$ cat config.mk
export PLATFORM = sky130hd
export DESIGN_NAME = pending_interrupt_priority_queue_core_flat
export DESIGN_NICKNAME = d
export VERILOG_FILES = /design/src/rtl/core/pipq_pkg.sv /design/src/rtl/core/pipq_if.sv /design/src/rtl/core/pipq_cell.sv /design/src/rtl/core/pending_interrupt_priority_queue_core.sv /design/src/flat_wrapper.sv
export VERILOG_INCLUDE_DIRS = /design/src /design/src/rtl/core
export SDC_FILE = /design/constraint.sdc
export NUM_CORES = 2
export LEC_CHECK = 0
export ABC_AREA = 0
export BUFFER_PORTS_ARGS = -buffer_cell sky130_fd_sc_hd__buf_4
export CAP_MARGIN = 0
export CORE_MARGIN = 2
export CORE_UTILIZATION = 38
export CTS_CLUSTER_SIZE = 40
export DETAILED_ROUTE_END_ITERATION = 10
export GPL_TIMING_DRIVEN = 0
export SKIP_CTS_REPAIR_TIMING = 1
export SYNTH_ARGS = -nofsm -noshare
export SYNTH_HDL_FRONTEND = slang
export SYNTH_HIERARCHICAL = 1
export SYNTH_SLANG_ARGS = --single-unit
$ cat constraint.sdc
create_clock -name i_clk -period 29.8 [get_ports i_clk]
set_input_delay 2.98 -clock i_clk [delete_from_list [all_inputs] [get_ports i_clk]]
set_output_delay 2.98 -clock i_clk [all_outputs]
set_load 0.005 [all_outputs]
$ cat src/rtl/core/assert_macros.svh
// Assertion macros used by the top-level RTL file of the priority queue core.
`ifndef ASSERT_MACROS_SVH
`define ASSERT_MACROS_SVH

`ifndef SYNTH
// Clocked check, disabled while reset is asserted (active low).
`define PIPQ_ASSERT(lbl, clk, rst_n, prop) \
    lbl: assert property (@(posedge clk) disable iff (!rst_n) prop) \
    else $error("pipq assertion failed");
// Clocked check that also holds during reset.
`define PIPQ_ASSERT_ALWAYS(lbl, clk, prop) \
    lbl: assert property (@(posedge clk) prop) \
    else $error("pipq assertion failed");
`else
`define PIPQ_ASSERT(lbl, clk, rst_n, prop)
`define PIPQ_ASSERT_ALWAYS(lbl, clk, prop)
`endif

`endif

$ cat src/rtl/core/pipq_pkg.sv
// Package: sizes, codes and shared types of the pending interrupt priority queue.
`timescale 1ns / 1ps
`default_nettype none
package pipq_pkg;

    localparam int TABLE_DEPTH = 32;
    localparam int CNT_W       = $clog2(TABLE_DEPTH + 1);
    localparam int COUNT_OUT_W = 6;
    localparam int VEC_W       = 8;
    localparam int LVL_W       = 4;
    localparam int OP_W        = 2;

    typedef enum logic [OP_W-1:0] {
        OP_RAISE   = 2'd0,
        OP_REMOVE  = 2'd1,
        OP_SERVICE = 2'd2
    } t_op;

    typedef struct packed {
        logic [VEC_W-1:0] vector;
        logic [LVL_W-1:0] level;
    } t_entry;

    // Broadcast from the controller to every cell.
    typedef struct packed {
        logic             cmp;       // latch vector match flag
        logic             raise_ins; // apply an accepted raise
        logic             rm_shift;  // apply a remove that hit
        logic [VEC_W-1:0] vector;
        logic [LVL_W-1:0] level;
    } t_cell_cmd;

endpackage
`default_nettype wire

$ cat src/rtl/core/pipq_if.sv
// Handshake interfaces: request, result and configuration write channels.
`timescale 1ns / 1ps
`default_nettype none
interface pipq_in_if;
    import pipq_pkg::*;
    logic             valid;
    logic             ready;
    logic [OP_W-1:0]  operation;
    logic [VEC_W-1:0] vector;
    logic [LVL_W-1:0] level;
    logic [LVL_W-1:0] cpu_mask;
    modport source (output valid, operation, vector, level, cpu_mask, input ready);
    modport sink   (input valid, operation, vector, level, cpu_mask, output ready);
endinterface

interface pipq_out_if;
    import pipq_pkg::*;
    logic                   valid;
    logic                   ready;
    logic                   taken;
    logic [VEC_W-1:0]       taken_vector;
    logic [LVL_W-1:0]       new_mask;
    logic                   dropped;
    logic                   removed;
    logic [COUNT_OUT_W-1:0] pending_count;
    modport source (output valid, taken, taken_vector, new_mask, dropped, removed,
                    pending_count, input ready);
    modport sink   (input valid, taken, taken_vector, new_mask, dropped, removed,
                    pending_count, output ready);
endinterface

interface pipq_cfg_if;
    logic valid;
    logic ready;
    logic data;
    modport source (output valid, data, input ready);
    modport sink   (input valid, data, output ready);
endinterface
`default_nettype wire

$ cat src/rtl/core/pipq_cell.sv
// One table cell: holds an entry, compares it, and shifts to or from its neighbors.
`timescale 1ns / 1ps
`default_nettype none
module pipq_cell (
    input  wire                  i_clk,
    input  pipq_pkg::t_cell_cmd  i_cmd,
    input  wire                  i_occ,
    input  wire                  i_at_count,
    input  pipq_pkg::t_entry     i_prev_entry,
    input  wire                  i_prev_gt,
    input  pipq_pkg::t_entry     i_next_entry,
    input  wire                  i_pfx_in,
    output pipq_pkg::t_entry     o_entry,
    output logic                 o_gt,
    output logic                 o_match,
    output logic                 o_pfx_out
);
    import pipq_pkg::*;

    t_entry r_entry, n_entry;
    logic   r_match;

    assign o_entry   = r_entry;
    assign o_gt      = i_occ && (r_entry.level > i_cmd.level);
    assign o_match   = r_match;
    assign o_pfx_out = i_pfx_in | r_match;

    always_comb begin
        n_entry = r_entry;
        if (i_cmd.raise_ins && (o_gt || i_at_count)) begin
            // lowest shifted cell takes the new request
            n_entry = i_prev_gt ? i_prev_entry : t_entry'{i_cmd.vector, i_cmd.level};
        end else if (i_cmd.rm_shift && i_occ && o_pfx_out) begin
            n_entry = i_next_entry;
        end
    end

    always_ff @(posedge i_clk) begin
        r_entry <= n_entry;
        if (i_cmd.cmp) begin
            r_match <= i_occ && (r_entry.vector == i_cmd.vector);
        end
    end

endmodule
`default_nettype wire

$ cat src/rtl/core/pending_interrupt_priority_queue_core.sv
// Top level: pending interrupt priority queue built from a chain of table cells.
//
//  channel  | dir | handshake        | transaction
//  ---------+-----+------------------+---------------------------------------------
//  i_in     | in  | valid/ready      | operation, vector, level, cpu_mask
//  o_out    | out | valid/ready      | taken, taken_vector, new_mask, dropped, ...
//  i_cfg    | in  | valid/ready      | raise_enable (ready whenever out of reset)
//
//  For each transaction, every cell registers its vector match flag on
//  acceptance; in the execute state the match flags are reduced and the
//  cell chain shifts in one step. A new request is accepted the cycle after.
//  A full output register stalls the execute cycle until o_out.ready.
//  Reset (synchronous, active low) empties the table and sets raise_enable;
//  both channels hold ready low while reset is asserted.
`timescale 1ns / 1ps
`default_nettype none
`include "assert_macros.svh"
module pending_interrupt_priority_queue_core (
    input wire            i_clk,
    input wire            i_rst_n,
    pipq_in_if.sink       i_in,
    pipq_out_if.source    o_out,
    pipq_cfg_if.sink      i_cfg
);
    import pipq_pkg::*;

    typedef enum logic {S_IDLE, S_EXEC} t_state;

    t_state           r_state;
    logic [CNT_W-1:0] r_count, n_count;
    logic             r_raise_enable;
    logic [OP_W-1:0]  r_op;
    logic [VEC_W-1:0] r_vec;
    logic [LVL_W-1:0] r_lvl;
    logic [LVL_W-1:0] r_mask;

    logic                   r_out_valid;
    logic                   r_out_taken;
    logic [VEC_W-1:0]       r_out_tvec;
    logic [LVL_W-1:0]       r_out_mask;
    logic                   r_out_dropped;
    logic                   r_out_removed;
    logic [COUNT_OUT_W-1:0] r_out_count;

    t_cell_cmd            w_cmd;
    t_entry               w_entry  [TABLE_DEPTH];
    t_entry               w_prev_e [TABLE_DEPTH];
    t_entry               w_next_e [TABLE_DEPTH];
    logic [TABLE_DEPTH-1:0] w_gt, w_prev_gt, w_match, w_occ, w_at_count, w_is_top;
    logic [TABLE_DEPTH:0]   w_pfx;

    logic   accept, out_free, exec_fire, hit, raise_ok, top_gt, pop_fire;
    t_entry top_entry;

    // Request and configuration handshakes
    assign i_in.ready  = i_rst_n && (r_state == S_IDLE);
    assign accept      = i_in.valid && i_in.ready;
    assign i_cfg.ready = i_rst_n;

    assign out_free  = !r_out_valid || o_out.ready;
    assign exec_fire = (r_state == S_EXEC) && out_free;

    // Match flags are registered at acceptance, so the vector comes straight
    // from the port in IDLE; the level compare is only used while executing.
    assign hit      = |w_match;
    assign raise_ok = r_raise_enable && !hit && (r_count < CNT_W'(TABLE_DEPTH));

    always_comb begin
        w_cmd           = '0;
        w_cmd.cmp       = accept;
        w_cmd.vector    = (r_state == S_IDLE) ? i_in.vector : r_vec;
        w_cmd.level     = r_lvl;
        w_cmd.raise_ins = exec_fire && (t_op'(r_op) == OP_RAISE) && raise_ok;
        w_cmd.rm_shift  = exec_fire && (t_op'(r_op) == OP_REMOVE) && hit;
    end

    // Cell chain: cell 0 holds the lowest level, the entry at count-1 is the top.
    assign w_pfx[0] = 1'b0;
    for (genvar k = 0; k < TABLE_DEPTH; k++) begin : g_cell
        assign w_occ[k]      = CNT_W'(k) < r_count;
        assign w_at_count[k] = r_count == CNT_W'(k);
        assign w_is_top[k]   = r_count == CNT_W'(k + 1);
        if (k == 0) begin : g_first
            assign w_prev_e[k]  = w_entry[k];
            assign w_prev_gt[k] = 1'b0;
        end else begin : g_mid
            assign w_prev_e[k]  = w_entry[k-1];
            assign w_prev_gt[k] = w_gt[k-1];
        end
        if (k == TABLE_DEPTH - 1) begin : g_last
            assign w_next_e[k] = w_entry[k];
        end else begin : g_inner
            assign w_next_e[k] = w_entry[k+1];
        end

        pipq_cell u_cell (
            .i_clk        (i_clk),
            .i_cmd        (w_cmd),
            .i_occ        (w_occ[k]),
            .i_at_count   (w_at_count[k]),
            .i_prev_entry (w_prev_e[k]),
            .i_prev_gt    (w_prev_gt[k]),
            .i_next_entry (w_next_e[k]),
            .i_pfx_in     (w_pfx[k]),
            .o_entry      (w_entry[k]),
            .o_gt         (w_gt[k]),
            .o_match      (w_match[k]),
            .o_pfx_out    (w_pfx[k+1])
        );
    end

    // Top entry select: one-hot AND-OR over the cells
    always_comb begin
        top_entry = '0;
        for (int k = 0; k < TABLE_DEPTH; k++) begin
            if (w_is_top[k]) begin
                top_entry = top_entry | w_entry[k];
            end
        end
    end
    assign top_gt   = (r_count != '0) && (top_entry.level > r_mask);
    // service that pops the top entry in this execute cycle
    assign pop_fire = exec_fire && (t_op'(r_op) == OP_SERVICE) && top_gt;

    always_comb begin
        n_count = r_count;
        unique case (t_op'(r_op))
            OP_RAISE:   if (raise_ok) n_count = r_count + CNT_W'(1);
            OP_REMOVE:  if (hit)      n_count = r_count - CNT_W'(1);
            OP_SERVICE: if (top_gt)   n_count = r_count - CNT_W'(1);
            default:    n_count = r_count;
        endcase
    end

    // State, count and result register (result payload needs no reset)
    always_ff @(posedge i_clk) begin
        if (!i_rst_n) begin
            r_state        <= S_IDLE;
            r_count        <= '0;
            r_raise_enable <= 1'b1;
            r_out_valid    <= 1'b0;
        end else begin
            if (i_cfg.valid && i_cfg.ready) begin
                r_raise_enable <= i_cfg.data;
            end
            // result drained; a fresh result in the same cycle keeps valid high
            if (o_out.ready && !exec_fire) begin
                r_out_valid <= 1'b0;
            end
            unique case (r_state)
                S_IDLE: begin
                    if (accept) begin
                        r_state <= S_EXEC;
                    end
                end
                S_EXEC: begin
                    if (exec_fire) begin
                        r_state       <= S_IDLE;
                        r_count       <= n_count;
                        r_out_valid   <= 1'b1;
                        r_out_taken   <= pop_fire;
                        r_out_tvec    <= pop_fire ? top_entry.vector : '0;
                        r_out_mask    <= pop_fire ? top_entry.level : r_mask;
                        r_out_dropped <= (t_op'(r_op) == OP_RAISE) && !raise_ok;
                        r_out_removed <= (t_op'(r_op) == OP_REMOVE) && hit;
                        r_out_count   <= COUNT_OUT_W'(n_count);
                    end
                end
                default: r_state <= S_IDLE;
            endcase
        end
    end

    // Request capture (payload, no reset)
    always_ff @(posedge i_clk) begin
        if (accept) begin
            r_op   <= i_in.operation;
            r_vec  <= i_in.vector;
            r_lvl  <= i_in.level;
            r_mask <= i_in.cpu_mask;
        end
    end

    assign o_out.valid         = r_out_valid;
    assign o_out.taken         = r_out_taken;
    assign o_out.taken_vector  = r_out_tvec;
    assign o_out.new_mask      = r_out_mask;
    assign o_out.dropped       = r_out_dropped;
    assign o_out.removed       = r_out_removed;
    assign o_out.pending_count = r_out_count;

    // Checks
    `PIPQ_ASSERT(a_count_bound, i_clk, i_rst_n, r_count <= CNT_W'(TABLE_DEPTH))
    `PIPQ_ASSERT(a_accept_exec, i_clk, i_rst_n, accept |=> (r_state == S_EXEC))
    `PIPQ_ASSERT(a_pop_count, i_clk, i_rst_n, pop_fire |=> (r_count == $past(r_count) - CNT_W'(1)))
    `PIPQ_ASSERT(a_flags_excl, i_clk, i_rst_n, r_out_valid |-> !(r_out_dropped && r_out_removed))

endmodule
`default_nettype wire
$ cat src/flat_wrapper.sv
// flat-port wrapper written by rule: the top's interface ports become plain ports
module pending_interrupt_priority_queue_core_flat import pipq_pkg::*;
  (i_clk, i_rst_n, i_in_valid, i_in_operation, i_in_vector, i_in_level, i_in_cpu_mask, i_in_ready, o_out_valid, o_out_taken, o_out_taken_vector, o_out_new_mask, o_out_dropped, o_out_removed, o_out_pending_count, o_out_ready, i_cfg_valid, i_cfg_data, i_cfg_ready);
  pipq_in_if i_in_i ();
  pipq_out_if o_out_i ();
  pipq_cfg_if i_cfg_i ();
  input wire i_clk;
  input wire i_rst_n;
  input wire logic [$bits(i_in_i.valid)-1:0] i_in_valid;
  input wire logic [$bits(i_in_i.operation)-1:0] i_in_operation;
  input wire logic [$bits(i_in_i.vector)-1:0] i_in_vector;
  input wire logic [$bits(i_in_i.level)-1:0] i_in_level;
  input wire logic [$bits(i_in_i.cpu_mask)-1:0] i_in_cpu_mask;
  output wire logic [$bits(i_in_i.ready)-1:0] i_in_ready;
  output wire logic [$bits(o_out_i.valid)-1:0] o_out_valid;
  output wire logic [$bits(o_out_i.taken)-1:0] o_out_taken;
  output wire logic [$bits(o_out_i.taken_vector)-1:0] o_out_taken_vector;
  output wire logic [$bits(o_out_i.new_mask)-1:0] o_out_new_mask;
  output wire logic [$bits(o_out_i.dropped)-1:0] o_out_dropped;
  output wire logic [$bits(o_out_i.removed)-1:0] o_out_removed;
  output wire logic [$bits(o_out_i.pending_count)-1:0] o_out_pending_count;
  input wire logic [$bits(o_out_i.ready)-1:0] o_out_ready;
  input wire logic [$bits(i_cfg_i.valid)-1:0] i_cfg_valid;
  input wire logic [$bits(i_cfg_i.data)-1:0] i_cfg_data;
  output wire logic [$bits(i_cfg_i.ready)-1:0] i_cfg_ready;
  assign i_in_i.valid = i_in_valid;
  assign i_in_i.operation = i_in_operation;
  assign i_in_i.vector = i_in_vector;
  assign i_in_i.level = i_in_level;
  assign i_in_i.cpu_mask = i_in_cpu_mask;
  assign i_in_ready = i_in_i.ready;
  assign o_out_valid = o_out_i.valid;
  assign o_out_taken = o_out_i.taken;
  assign o_out_taken_vector = o_out_i.taken_vector;
  assign o_out_new_mask = o_out_i.new_mask;
  assign o_out_dropped = o_out_i.dropped;
  assign o_out_removed = o_out_i.removed;
  assign o_out_pending_count = o_out_i.pending_count;
  assign o_out_i.ready = o_out_ready;
  assign i_cfg_i.valid = i_cfg_valid;
  assign i_cfg_i.data = i_cfg_data;
  assign i_cfg_ready = i_cfg_i.ready;
  pending_interrupt_priority_queue_core u_core (.i_clk(i_clk), .i_rst_n(i_rst_n), .i_in(i_in_i), .o_out(o_out_i), .i_cfg(i_cfg_i));
endmodule
==> flow_summary_export.csv <==
group,metric,value,unit
route,vias_per_cell,6.41,
worst_setup_path,path_common_cell,"or2_2",
route,drt-pass1-iter-count,6,
clock_network,clk_pin_slew,0.06,ns
worst_setup_path,reg2reg_to,"u_core/g_cell[31].u_cell/o_entry[0]",
global_route,grt_max_degree,52,
floorplanning,ios,48,
global_route,grt_pass1_wl,206000,microns
layout,drive_gt1_share,31.4,%
placement,gp_congestion,1.04,
synth,syn_area_per_cell,11.8,sq um
sta,max_freq,91.0,MHz
worst_hold_path,holdPathEnd,"u_core/r_raise_enable",
worst_hold_path,hold_depth,2,
clock_network,cts_tree,"done",
floorplanning,die_w,308,microns
sta,drv_slew,0,
worst_hold_path,min_path_type,"reg2reg",
worst_setup_path,rr_startpoint,"u_core/g_cell[0].u_cell/o_match",
clock_network,worstSkewPairLatency,0.65,ns
worst_setup_path,critPathKind,"reg2reg",
sta,fin_crit,10.99,ns
global_route,grt_pass1_vias,26300,
layout,syn2layout_area_growth,12.6,%
sta,tns,0,ns
outcome,outcome,"finished with violations",
worst_setup_path,slowest_delay,0.41,ns
worst_setup_path,critPathArrivalTime,11.27,ns
layout,nFillCells,8596,
worst_setup_path,required,30.07,ns
route,routed_wl,148000,microns
sta,fin_worst_skew,0.0237,ns
placement,place.port_buffers,47,
layout,final_nets,3271,
sta,final_hold_viol_count,0,
clock_network,clk_path_buf_depth,3,
global_route,antenna_found_initial,9,
synth,synthCells,2976,
floorplanning,rows,111,
clock_network,clock-root-buffer,"clkbuf_16",
route,post-route-drc-count,0,
worst_setup_path,r2r_cells,34,
global_route,grt_usage,30.6,%
power,power_leakage,0.0158,uW
worst_setup_path,r2r_slack,18.81,ns
floorplanning,initial_utilization,38.4,%
sta,rsz0062_at_grt,"false",
sta,setup_viol,0,
clock_network,htree_levels,2,
route,drtIter0Drc,3934,
power,p_per_area,41.2,nW/um^2
worst_setup_path,critPathMaxFanout,12,
route,ant_nets,0,
sta,worst_pin_slew,1.47,ns
floorplanning,die_area,95000,sq um
floorplanning,coreArea,91700,sq um
placement,dpl.hpwl,113000,microns
synth,yosysWarnings,6,
power,ir_worst_vdd,0.0461,mV
clock_network,cts_made_buffers,57,
outcome,violations,"capacitance limit",
sta,relSlewSlack,0.870,%
worst_setup_path,start_kind,"flip-flop",
route,avgRoutedWirePerCell,34.1,microns
synth,syn_area,35200,sq um
floorplanning,die_y,308,microns
route,num_vias,27900,
worst_setup_path,endpoint_kind,"flip-flop",
worst_hold_path,min_from,"u_core/r_raise_enable",
global_route,overflow,0,
sta,whs,0.589,ns
clock_network,clock_sinks,464,
sta,period_share,36.9,%
worst_setup_path,cp_slowest_cell,"edfxtp_1",
job,cap_violations,1,
[per-layer routing]
layer / GRT usage, % / share of wire (%) / vias up
met1: 41.3 / 41 / 14100
met2: 45.3 / 42 / 1720
met3: 6.45 / 11 / 409
met5: 0 / 0.043 / -
li1: - / - / 11700
met4: 17.4 / 6.8 / 10
[registers in the layout, indices dropped and copies added (netlist names)]
name	flops
u_core/r_count	6
u_core/g_cell.u_cell/o_entry	384
u_core/r_lvl	4
u_core/r_vec	8
u_core/o_out.dropped	1
u_core/o_out.new_mask	4
u_core/r_raise_enable	1
u_core/r_op	2
u_core/r_mask	4
u_core/o_out.removed	1
u_core/o_out.taken	1
u_core/o_out.valid	1
u_core/g_cell.u_cell/o_match	32
u_core/o_out.pending_count	6
u_core/o_out.taken_vector	8
u_core/r_state	1
[area by class of cell]
class	instances	area, sq um	share of cell area, %
flip-flops and latches	464	13800	35.0
well taps	1186	1480	3.75
repair buffers	75	971	2.45
clock inverters	38	324	0.818
multi-input cells	2220	20000	50.6
inverters	144	541	1.36
plain buffers	149	838	2.12
diodes	8	20.0	0.0506
clock buffers	70	1550	3.91
[power by group]
part           total (uW)  internal, uW  switching [uW]
Combinational         194          80.5             113
Sequential            725           715            10.4
Clock                 715           411             304
Total                1630          1210             427
[placed cells by master, fill, tap and decap left out, drive strengths merged, types with 4 or more instances in the layout]
cell,instances
nor4,67
xnor2,73
o31a,7
buf,129
and2,21
inv,146
clkbuf,165
nand3,76
a21oi,47
bufinv,5
xor2,188
o21ai,142
ha,136
nand2,161
nor3,14
edfxtp,455
a221oi,22
and3,74
dfxtp,9
nand2b,38
nor2b,4
clkinv,29
or2,32
mux2,684
nor2,63
o211a,31
and4,8
a2111oi,7
or4,4
a22o,55
diode,8
a22oi,128
a41oi,33
nand4,68
[worst max-delay path: cells and delay by family, from the launching register on]
kind             cells  cell delay (ns)
AND/OR/NAND/NOR     34            10.21
flip-flops           1             0.41
[worst max-delay path by stage]
| stage | start | endpoint | cells after the start |
|---|---|---|---|
| after global routing | u_core/g_cell[0].u_cell/o_match | u_core/g_cell[31].u_cell/o_entry[7] | 34 |
| final | u_core/g_cell[0].u_cell/o_match | u_core/g_cell[31].u_cell/o_entry[0] | 34 |
| after global placement | o_out_ready | u_core/g_cell[3].u_cell/o_entry[0] | 7 |
| after floorplan | u_core/g_cell[0].u_cell/o_match | u_core/g_cell[31].u_cell/o_entry[0] | 34 |
| after detailed placement | u_core/g_cell[0].u_cell/o_match | u_core/g_cell[31].u_cell/o_entry[1] | 34 |
| after CTS | u_core/g_cell[0].u_cell/o_match | u_core/g_cell[31].u_cell/o_entry[3] | 34 |
[per-stage QoR]
stage / cell area (sq um) / power, uW / worst slack (ns) / util, % / cells
after CTS: 39600 / 1640 / 18.95 / 43.2 / 4346
after global placement: 37000 / 919 / 17.30 / 40.4 / 4210
after detailed placement: 37700 / 927 / 19.01 / 41.1 / 4238
after global routing: 39600 / 1680 / 18.66 / 43.2 / 4346
final: 39600 / 1630 / 18.81 / 43.2 / 4354
after floorplan: 35200 / 860 / 19.96 / - / 2977
(Power assumes the default switching activity.)
